**src/hdl/aos_pkg.sv**
```systemverilog
// Shared constants, codes, command and status types for the analog output scaler.
package aos_pkg;

    localparam int AOS_FRAC_BITS = 16;

    localparam int CFG_INDEX_W = 3;
    localparam int DATA_W      = 32;

    localparam logic [CFG_INDEX_W-1:0] CFG_OUTPUT_MODE       = 3'd0;
    localparam logic [CFG_INDEX_W-1:0] CFG_SCALE_LOW         = 3'd1;
    localparam logic [CFG_INDEX_W-1:0] CFG_SCALE_HIGH        = 3'd2;
    localparam logic [CFG_INDEX_W-1:0] CFG_SUBSTITUTE_ENABLE = 3'd3;
    localparam logic [CFG_INDEX_W-1:0] CFG_FAILURE_VALUE     = 3'd4;

    localparam logic [2:0] MODE_DISABLED = 3'd0;
    localparam logic [2:0] MODE_MA_0_20  = 3'd1;
    localparam logic [2:0] MODE_MA_4_20  = 3'd2;
    localparam logic [2:0] MODE_MA_0_24  = 3'd3;
    localparam logic [2:0] MODE_V_0_5    = 3'd4;
    localparam logic [2:0] MODE_V_0_10   = 3'd5;

    localparam logic [1:0] SRC_VALID       = 2'd0;
    localparam logic [1:0] SRC_NO_SETTINGS = 2'd1;

    localparam logic [1:0] STATUS_OK          = 2'd0;
    localparam logic [1:0] STATUS_RANGE       = 2'd1;
    localparam logic [1:0] STATUS_NO_SETTINGS = 2'd2;
    localparam logic [1:0] STATUS_ERROR       = 2'd3;

    typedef struct packed {
        logic capture;
        logic mult;
        logic div_step;
        logic finish;
        logic check;
        logic commit;
    } aos_cmd_t;

    typedef struct packed {
        logic skip;
        logic div_last;
    } aos_stat_t;

    function automatic logic [4:0] mode_gain(input logic [2:0] mode);
        logic [4:0] g;
        case (mode)
            MODE_MA_0_20: g = 5'd20;
            MODE_MA_4_20: g = 5'd16;
            MODE_MA_0_24: g = 5'd24;
            MODE_V_0_5:   g = 5'd5;
            MODE_V_0_10:  g = 5'd10;
            default:      g = 5'd0;
        endcase
        return g;
    endfunction

    function automatic logic [4:0] mode_high(input logic [2:0] mode);
        logic [4:0] h;
        case (mode)
            MODE_MA_0_20: h = 5'd22;
            MODE_MA_4_20: h = 5'd22;
            MODE_MA_0_24: h = 5'd26;
            MODE_V_0_5:   h = 5'd6;
            MODE_V_0_10:  h = 5'd11;
            default:      h = 5'd0;
        endcase
        return h;
    endfunction

endpackage

```
**src/hdl/analog_output_scaler_core.sv**
```systemverilog
// Top level of the analog output scaler: controller and datapath.
// Each input transaction yields one output transaction with a Q(FRAC_BITS) setpoint and a
// status. One transaction is processed at a time. A converted sample passes in turn through
// the gain multiply, the one-bit-per-cycle restoring divider, sign, offset and saturation,
// the range check, and output. Samples with no settings, a failed source that is not passed
// on, a disabled or unused mode, or a zero span skip the divider. A finished result waits in
// the output register while the next input transaction is taken. Configuration must be
// written through cfg_write_en, cfg_index and cfg_data only while no transaction is in
// progress; the block itself does not enforce this.
module analog_output_scaler_core #(
    parameter int FRAC_BITS = aos_pkg::AOS_FRAC_BITS
) (
    input  logic                            clk,
    input  logic                            rst_n,
    input  logic                            cfg_write_en,
    input  logic [aos_pkg::CFG_INDEX_W-1:0] cfg_index,
    input  logic [aos_pkg::DATA_W-1:0]      cfg_data,
    input  logic                            in_valid,
    output logic                            in_stall,
    input  logic signed [31:0]              source_value,
    input  logic [1:0]                      source_state,
    input  logic                            source_pass_on_failure,
    output logic                            out_valid,
    input  logic                            out_stall,
    output logic signed [31:0]              out_value,
    output logic [1:0]                      status
);
    import aos_pkg::*;

    aos_cmd_t  cmd;
    aos_stat_t stat;

    aos_ctrl u_ctrl (
        .clk       (clk),
        .rst_n     (rst_n),
        .in_valid  (in_valid),
        .in_stall  (in_stall),
        .out_valid (out_valid),
        .out_stall (out_stall),
        .cmd       (cmd),
        .stat      (stat)
    );

    aos_dpath #(
        .FRAC_BITS (FRAC_BITS)
    ) u_dpath (
        .clk                    (clk),
        .rst_n                  (rst_n),
        .cfg_write_en           (cfg_write_en),
        .cfg_index              (cfg_index),
        .cfg_data               (cfg_data),
        .source_value           (source_value),
        .source_state           (source_state),
        .source_pass_on_failure (source_pass_on_failure),
        .cmd                    (cmd),
        .stat                   (stat),
        .out_value              (out_value),
        .status                 (status)
    );

endmodule

```
**src/hdl/aos_ctrl.sv**
```systemverilog
// Controller state machine that sequences one transaction through the datapath.
module aos_ctrl (
    input  logic             clk,
    input  logic             rst_n,
    input  logic             in_valid,
    output logic             in_stall,
    output logic             out_valid,
    input  logic             out_stall,
    output aos_pkg::aos_cmd_t cmd,
    input  aos_pkg::aos_stat_t stat
);
    import aos_pkg::*;

    typedef enum logic [5:0] {
        ST_IDLE  = 6'b000001,
        ST_MULT  = 6'b000010,
        ST_DIV   = 6'b000100,
        ST_FIX   = 6'b001000,
        ST_CHECK = 6'b010000,
        ST_DONE  = 6'b100000
    } state_t;

    state_t state_reg, state_next;
    logic   out_valid_reg, out_valid_next;
    logic   can_commit;

    assign in_stall   = (state_reg != ST_IDLE);
    assign out_valid  = out_valid_reg;
    assign can_commit = !out_valid_reg || !out_stall;

    always_comb
    begin
        state_next   = state_reg;
        cmd          = '0;
        cmd.capture  = (state_reg == ST_IDLE) && in_valid;
        case (state_reg)
            ST_IDLE:
            begin
                if (in_valid)
                begin
                    state_next = ST_MULT;
                end
            end
            ST_MULT:
            begin
                if (stat.skip)
                begin
                    state_next = ST_DONE;
                end
                else
                begin
                    cmd.mult   = 1'b1;
                    state_next = ST_DIV;
                end
            end
            ST_DIV:
            begin
                cmd.div_step = 1'b1;
                if (stat.div_last)
                begin
                    state_next = ST_FIX;
                end
            end
            ST_FIX:
            begin
                cmd.finish = 1'b1;
                state_next = ST_CHECK;
            end
            ST_CHECK:
            begin
                cmd.check  = 1'b1;
                state_next = ST_DONE;
            end
            ST_DONE:
            begin
                if (can_commit)
                begin
                    cmd.commit = 1'b1;
                    state_next = ST_IDLE;
                end
            end
            default:
            begin
                state_next = ST_IDLE;
            end
        endcase
    end

    assign out_valid_next = cmd.commit || (out_valid_reg && out_stall);

    always_ff @(posedge clk or negedge rst_n)
    begin
        if (!rst_n)
        begin
            state_reg     <= ST_IDLE;
            out_valid_reg <= 1'b0;
        end
        else
        begin
            state_reg     <= state_next;
            out_valid_reg <= out_valid_next;
        end
    end

    // A result must never overwrite one that is still waiting downstream.
    assert property (@(posedge clk) disable iff (!rst_n)
        cmd.commit |-> !(out_valid_reg && out_stall))
        else $error("commit while output transaction is stalled");

    assert property (@(posedge clk) disable iff (!rst_n)
        cmd.commit |=> out_valid)
        else $error("commit did not raise out_valid");

    assert property (@(posedge clk) disable iff (!rst_n)
        (state_reg == ST_DIV && stat.div_last) |=> (state_reg == ST_FIX))
        else $error("divider finished without moving to fix-up");

    assert property (@(posedge clk) disable iff (!rst_n)
        (in_valid && !in_stall) |=> in_stall)
        else $error("second transaction accepted while busy");

endmodule

```
**src/hdl/aos_dpath.sv**
```systemverilog
// Datapath: configuration registers, scaling multiplier, restoring divider and range check.
module aos_dpath #(
    parameter int FRAC_BITS = aos_pkg::AOS_FRAC_BITS
) (
    input  logic                               clk,
    input  logic                               rst_n,
    input  logic                               cfg_write_en,
    input  logic [aos_pkg::CFG_INDEX_W-1:0]    cfg_index,
    input  logic [aos_pkg::DATA_W-1:0]         cfg_data,
    input  logic signed [31:0]                 source_value,
    input  logic [1:0]                         source_state,
    input  logic                               source_pass_on_failure,
    input  aos_pkg::aos_cmd_t                  cmd,
    output aos_pkg::aos_stat_t                 stat,
    output logic signed [31:0]                 out_value,
    output logic [1:0]                         status
);
    import aos_pkg::*;

    localparam int QW = 37 + FRAC_BITS;
    localparam int VW = QW + 2;
    localparam int CW = $clog2(QW);
    localparam logic [31:0] LO_4_20 = 32'(((36 << FRAC_BITS) + 5) / 10);
    localparam logic [VW-1:0] OFFSET_4 = VW'(4) << FRAC_BITS;
    localparam logic signed [VW-1:0] SAT_MAX = {{(VW-31){1'b0}}, {31{1'b1}}};
    localparam logic signed [VW-1:0] SAT_MIN = {{(VW-31){1'b1}}, {31{1'b0}}};

    logic [2:0]  output_mode_reg;
    logic [31:0] scale_low_reg;
    logic [31:0] scale_high_reg;
    logic        substitute_enable_reg;
    logic [31:0] failure_value_reg;
    logic [31:0] held_reg;

    logic [2:0]    mode_reg;
    logic [32:0]   diff_reg;
    logic [32:0]   span_reg;
    logic          skip_reg;
    logic          neg_reg;
    logic [32:0]   divisor_reg;
    logic [32:0]   rem_reg;
    logic [QW-1:0] quo_reg;
    logic [CW-1:0] count_reg;
    logic [31:0]   res_val_reg;
    logic [1:0]    res_status_reg;
    logic [31:0]   out_value_reg;
    logic [1:0]    status_reg;

    logic          convert;
    logic [4:0]    gain_in;
    logic [4:0]    gain;
    logic [32:0]   mdiff;
    logic [32:0]   mspan;
    logic [37:0]   product;
    logic [33:0]   trial;
    logic          fits;
    logic [VW-1:0] qext;
    logic signed [VW-1:0] scaled;
    logic [31:0]   lo_lim;
    logic [31:0]   hi_lim;

    assign convert = (source_state == SRC_VALID)
                  || ((source_state != SRC_NO_SETTINGS) && source_pass_on_failure);
    assign gain_in = mode_gain(output_mode_reg);
    assign gain    = mode_gain(mode_reg);
    assign mdiff   = diff_reg[32] ? 33'(~diff_reg + 33'd1) : diff_reg;
    assign mspan   = span_reg[32] ? 33'(~span_reg + 33'd1) : span_reg;
    assign product = mdiff * gain;

    assign trial = {rem_reg, quo_reg[QW-1]};
    assign fits  = (trial >= {1'b0, divisor_reg});

    assign qext   = {2'b00, quo_reg};
    assign scaled = $signed((neg_reg ? VW'(~qext + VW'(1)) : qext)
                  + ((mode_reg == MODE_MA_4_20) ? OFFSET_4 : VW'(0)));

    assign lo_lim = (mode_reg == MODE_MA_4_20) ? LO_4_20 : 32'd0;
    assign hi_lim = {27'd0, mode_high(mode_reg)} << FRAC_BITS;

    assign stat.skip     = skip_reg;
    assign stat.div_last = (count_reg == CW'(0));
    assign out_value     = out_value_reg;
    assign status        = status_reg;

    always_ff @(posedge clk or negedge rst_n)
    begin
        if (!rst_n)
        begin
            output_mode_reg       <= MODE_DISABLED;
            scale_low_reg         <= 32'd0;
            scale_high_reg        <= 32'd1 << FRAC_BITS;
            substitute_enable_reg <= 1'b0;
            failure_value_reg     <= 32'd0;
            held_reg              <= 32'd0;
        end
        else
        begin
            if (cfg_write_en)
            begin
                case (cfg_index)
                    CFG_OUTPUT_MODE:       output_mode_reg       <= cfg_data[2:0];
                    CFG_SCALE_LOW:         scale_low_reg         <= cfg_data;
                    CFG_SCALE_HIGH:        scale_high_reg        <= cfg_data;
                    CFG_SUBSTITUTE_ENABLE: substitute_enable_reg <= cfg_data[0];
                    CFG_FAILURE_VALUE:     failure_value_reg     <= cfg_data;
                    default:               ;
                endcase
            end
            if (cmd.commit)
            begin
                held_reg <= res_val_reg;
            end
        end
    end

    always_ff @(posedge clk)
    begin
        if (cmd.capture)
        begin
            mode_reg <= output_mode_reg;
            diff_reg <= {source_value[31], source_value} - {scale_low_reg[31], scale_low_reg};
            span_reg <= {scale_high_reg[31], scale_high_reg}
                      - {scale_low_reg[31], scale_low_reg};
            skip_reg <= 1'b1;
            if (source_state == SRC_NO_SETTINGS)
            begin
                res_val_reg    <= held_reg;
                res_status_reg <= STATUS_NO_SETTINGS;
            end
            else if (convert && (gain_in == 5'd0))
            begin
                res_val_reg    <= 32'd0;
                res_status_reg <= STATUS_OK;
            end
            else if (convert && (scale_high_reg == scale_low_reg))
            begin
                res_val_reg    <= 32'd0;
                res_status_reg <= STATUS_RANGE;
            end
            else if (convert)
            begin
                skip_reg <= 1'b0;
            end
            else if (substitute_enable_reg)
            begin
                res_val_reg    <= failure_value_reg;
                res_status_reg <= STATUS_OK;
            end
            else
            begin
                res_val_reg    <= 32'd0;
                res_status_reg <= STATUS_ERROR;
            end
        end
        if (cmd.mult)
        begin
            neg_reg     <= diff_reg[32] ^ span_reg[32];
            divisor_reg <= mspan;
            rem_reg     <= 33'd0;
            quo_reg     <= {product[36:0], {FRAC_BITS{1'b0}}};
            count_reg   <= CW'(QW - 1);
        end
        if (cmd.div_step)
        begin
            rem_reg   <= fits ? 33'(trial - {1'b0, divisor_reg}) : trial[32:0];
            quo_reg   <= {quo_reg[QW-2:0], fits};
            count_reg <= count_reg - CW'(1);
        end
        if (cmd.finish)
        begin
            if (scaled > SAT_MAX)
            begin
                res_val_reg <= 32'h7FFF_FFFF;
            end
            else if (scaled < SAT_MIN)
            begin
                res_val_reg <= 32'h8000_0000;
            end
            else
            begin
                res_val_reg <= scaled[31:0];
            end
        end
        if (cmd.check)
        begin
            res_status_reg <= (($signed(res_val_reg) >= $signed(lo_lim))
                            && ($signed(res_val_reg) <= $signed(hi_lim)))
                            ? STATUS_OK : STATUS_RANGE;
        end
        if (cmd.commit)
        begin
            out_value_reg <= res_val_reg;
            status_reg    <= res_status_reg;
        end
    end

endmodule

```
**config.mk**
```make
export PLATFORM = sky130hd
export DESIGN_NAME = analog_output_scaler_core
export DESIGN_NICKNAME = d
export VERILOG_FILES = /design/src/hdl/aos_pkg.sv /design/src/hdl/analog_output_scaler_core.sv /design/src/hdl/aos_ctrl.sv /design/src/hdl/aos_dpath.sv
export SDC_FILE = /design/constraint.sdc
export NUM_CORES = 1
export LEC_CHECK = 0
export BUFFER_PORTS_ARGS = -buffer_cell sky130_fd_sc_hd__buf_2
export CAP_MARGIN = 20
export CORE_MARGIN = 10
export CORE_UTILIZATION = 40
export DETAILED_ROUTE_END_ITERATION = 6
export PLACE_DENSITY = 0.61
export SYNTH_ARGS = -nofsm -noshare
export SYNTH_HDL_FRONTEND = slang
export SYNTH_SLANG_ARGS = --single-unit
```
**constraint.sdc**
```tcl
create_clock -name clk -period 19.4 [get_ports clk]
set_input_delay 2.91 -clock clk [delete_from_list [all_inputs] [get_ports clk]]
set_output_delay 2.91 -clock clk [all_outputs]
set_load 0.01 [all_outputs]
```
==> flow_summary.ini <==
[clock_tree]
cts_tree = yes
clockBufferDepth = 3
cts_hold_buffers = 0
numCtsBuffers = 45
cts_resized = 0
cts.clk_slew.worst_paths_ns = 0.06
clk_latency_ns = 0.60
cts_setup_buffers = 0
root_buffer = clkbuf_16
ctsHtreeMaxLevel = 2
clock-sinks = 403

[route]
drt-initial-drc-count = 1591
first_pass_iters = 5
vias_per_cell = 5.44
drcViolationCount = 0
wl_per_cell_um = 19.1
ant_nets = 0
vias = 22400
wl_um = 78900

[yosys]
yosys.area.top_type = edfxtp_1
ys.flop_type = edfxtp_1
ys_types = 86
syn-cell-area_mm2 = 0.0291
avgSynthCellArea_um2 = 9.49
syn_inst = 3063
async_flop_share_pct = 34.5
seq_area_frac_synth_pct = 39.3
synth_edf_count = 264
ys_seq_elements = 403
synthTopCellsByArea = edfxtp_1, dfrtp_1, ha_1, fa_1, nand2_1
syn-num-nets = 3398
yosys_warnings = 0
synth_top_cell_area_share_pct = 27.3

[global_routing]
grt_max_degree = 81
grt-ovfl-total = 0
antenna_found_initial = 1
grt_pass1_wl_um = 126000
grt_pass1_vias = 21900
grt.total_usage_pct = 18.8

[sta]
achievable-frequency_ghz = 0.143
worst_slew_pin_slew_ns = 1.11
tns_ns = 0
fin_crit_sh_pct = 36.1
hold_viol = 0
setup_viol = 0
clock-skew-final_ns = 0.0276
slew_headroom_pct = 25.5
fin_crit_ns = 7.00
final-max-slew-violation-count = 0
rsz0062_at_grt = no

[worst_setup_path]
reg2reg_from = u_dpath.mode_reg[2]
start_kind = flip-flop
crit_path_top_delay_cell = inv_1
crit_chain = xor2_1 -> and2_0 -> inv_1 -> nor2_1 -> fa_1 -> fa_1 -> inv_1 -> fa_1 -> inv_1 -> ha_1 -> or4_1 -> o2111ai_1 -> a31oi_1 -> o211a_1 -> o41a_1 -> a41o_1 -> o21a_1 -> a41oi_1 -> a21oi_1 -> a21oi_1 -> xor2_1 -> o21ai_0
timing.rr.end = u_dpath.quo_reg[51]
crit_type = flip-flop to flip-flop
cp_max_fo = 29
r2r_setup_slack_ns = 12.40
critPathArrivalTime_ns = 7.31
worstRegToRegCells = 22
critPathRequiredTime_ns = 19.71
slowest_delay_ns = 0.80
end_kind = flip-flop

[final_layout]
syn2layout_area_growth_pct = 10.7
largest_reg_flops = 53
drive_gt1_share_pct = 10.1
final_nets = 3471
stdcell_count = 4124

[die]
coreArea_mm2 = 0.0717
die_y_um = 290
initial_utilization_pct = 40.5
die_w_um = 290
io_pins = 111
rows = 98
die-area_mm2 = 0.0838

[status]
status = complete, no violations

[hold_path]
hold_end = u_dpath.status[0]
min_from = u_dpath.res_status_reg[0]
hold_class = flip-flop to flip-flop
min_path_cells = 0

[place]
place.gp.congestion = 0.906
io_buffers = 110
dp.cells = 4037
dp_hpwl_um = 60700

[power_and_ir_drop]
ir_drop_mv = 0.0779
p_per_area_mw_per_mm2 = 143
p_leak_nw = 13.4

[run]
maxCapViolations = 0
==> layer usage <==
layer	GRT usage, %	vias up	wire length [um]
met5	0	-	10
met4	5.28	2	2210
met3	2.91	102	4000
met2	30.5	546	36600
met1	25.8	10800	36100
li1	-	11000	-
==> kinds of logic after synthesis <==
group / count (synthesis) / share of synthesized area [%]
simple gates: 1085 / 17.9
compound gates: 621 / 13.9
flops: 403 / 39.3
buf+inv: 366 / 4.79
fa+ha+maj: 260 / 13.6
xor+xnor: 250 / 7.53
mux: 78 / 2.98
==> area by class of cell <==
| class | instances | area, um2 |
|---|---|---|
| sequential | 403 | 11400 |
| clock buffer | 61 | 1260 |
| clock inverter | 23 | 230 |
| inverter | 258 | 968 |
| tap | 950 | 1190 |
| fill | 6938 | 39600 |
| timing repair buffer | 134 | 769 |
| multi-input combinational | 2294 | 16300 |
| antenna | 1 | 2.50 |
==> synth_stat cells, drive strengths merged, types with 31 or more instances <==
library cell  count
a21o             52
mux2             69
o21ai           153
dfrtp           137
clkbuf           94
edfxtp          264
a21oi           155
nand4            33
and2             31
fa               95
nand3            43
ha              165
nor3             67
o22ai            33
inv             258
o31ai            34
xnor2           146
nor4             41
xor2            104
nand2           367
nand2b           55
nor2            304
==> how the worst max path moves through the flow <==
stage / start / to / cells past startpoint
final: u_dpath.mode_reg[2] / u_dpath.quo_reg[51] / 22
after global routing: u_dpath.diff_reg[3] / u_dpath.quo_reg[51] / 21
after CTS: u_dpath.diff_reg[3] / u_dpath.quo_reg[51] / 23
after detailed placement: u_dpath.diff_reg[3] / u_dpath.quo_reg[51] / 21
after global placement: u_dpath.diff_reg[3] / u_dpath.quo_reg[51] / 21
after floorplan: in_valid / u_dpath.res_val_reg[0] / 4
==> cell usage in the layout, fill, tap and decap left out, types with 43 or more instances in the layout <==
master,count
a21o_1,52
a21oi_1,155
buf_2,109
clkbuf_16,46
dfrtp_1,137
edfxtp_1,264
fa_1,95
ha_1,165
inv_1,256
mux2_2,68
nand2_1,366
nand2b_1,55
nand3_1,43
nor2_1,303
nor3_1,65
o21ai_0,152
xnor2_1,146
xor2_1,104
==> power by group <==
part	leakage (nW)	internal [mW]	switching, mW
combinational	8.48	0.927	1.38
clock	0.731	0.499	0.367
sequential	4.15	1.25	0.190
==> critical path, delay by kind of cell (launching register included) <==
kind            cells  cell delay, ns
xor+xnor            2            0.35
buf+inv             3            0.90
flops               1            0.48
fa+ha+maj           4            1.88
simple gates        3            1.01
compound gates     10            2.11
==> through the flow <==
stage / setup WS (ns) / hold slack, ns / util, % / power (mW) / area, um2
2_1_floorplan: 11.90 / 0.400 / - / 3.14 / 29100
3_3_place_gp: 12.50 / 0.405 / 42.7 / 3.74 / 30600
3_5_place_dp: 12.41 / 0.408 / 42.7 / 3.76 / 30600
4_1_cts: 12.40 / 0.424 / 44.8 / 4.64 / 32100
5_1_grt: 11.79 / 0.429 / 44.8 / 5.01 / 32200
6_report: 12.40 / 0.421 / 44.8 / 4.61 / 32200
Note: power is estimated with default switching activity, not from simulation.
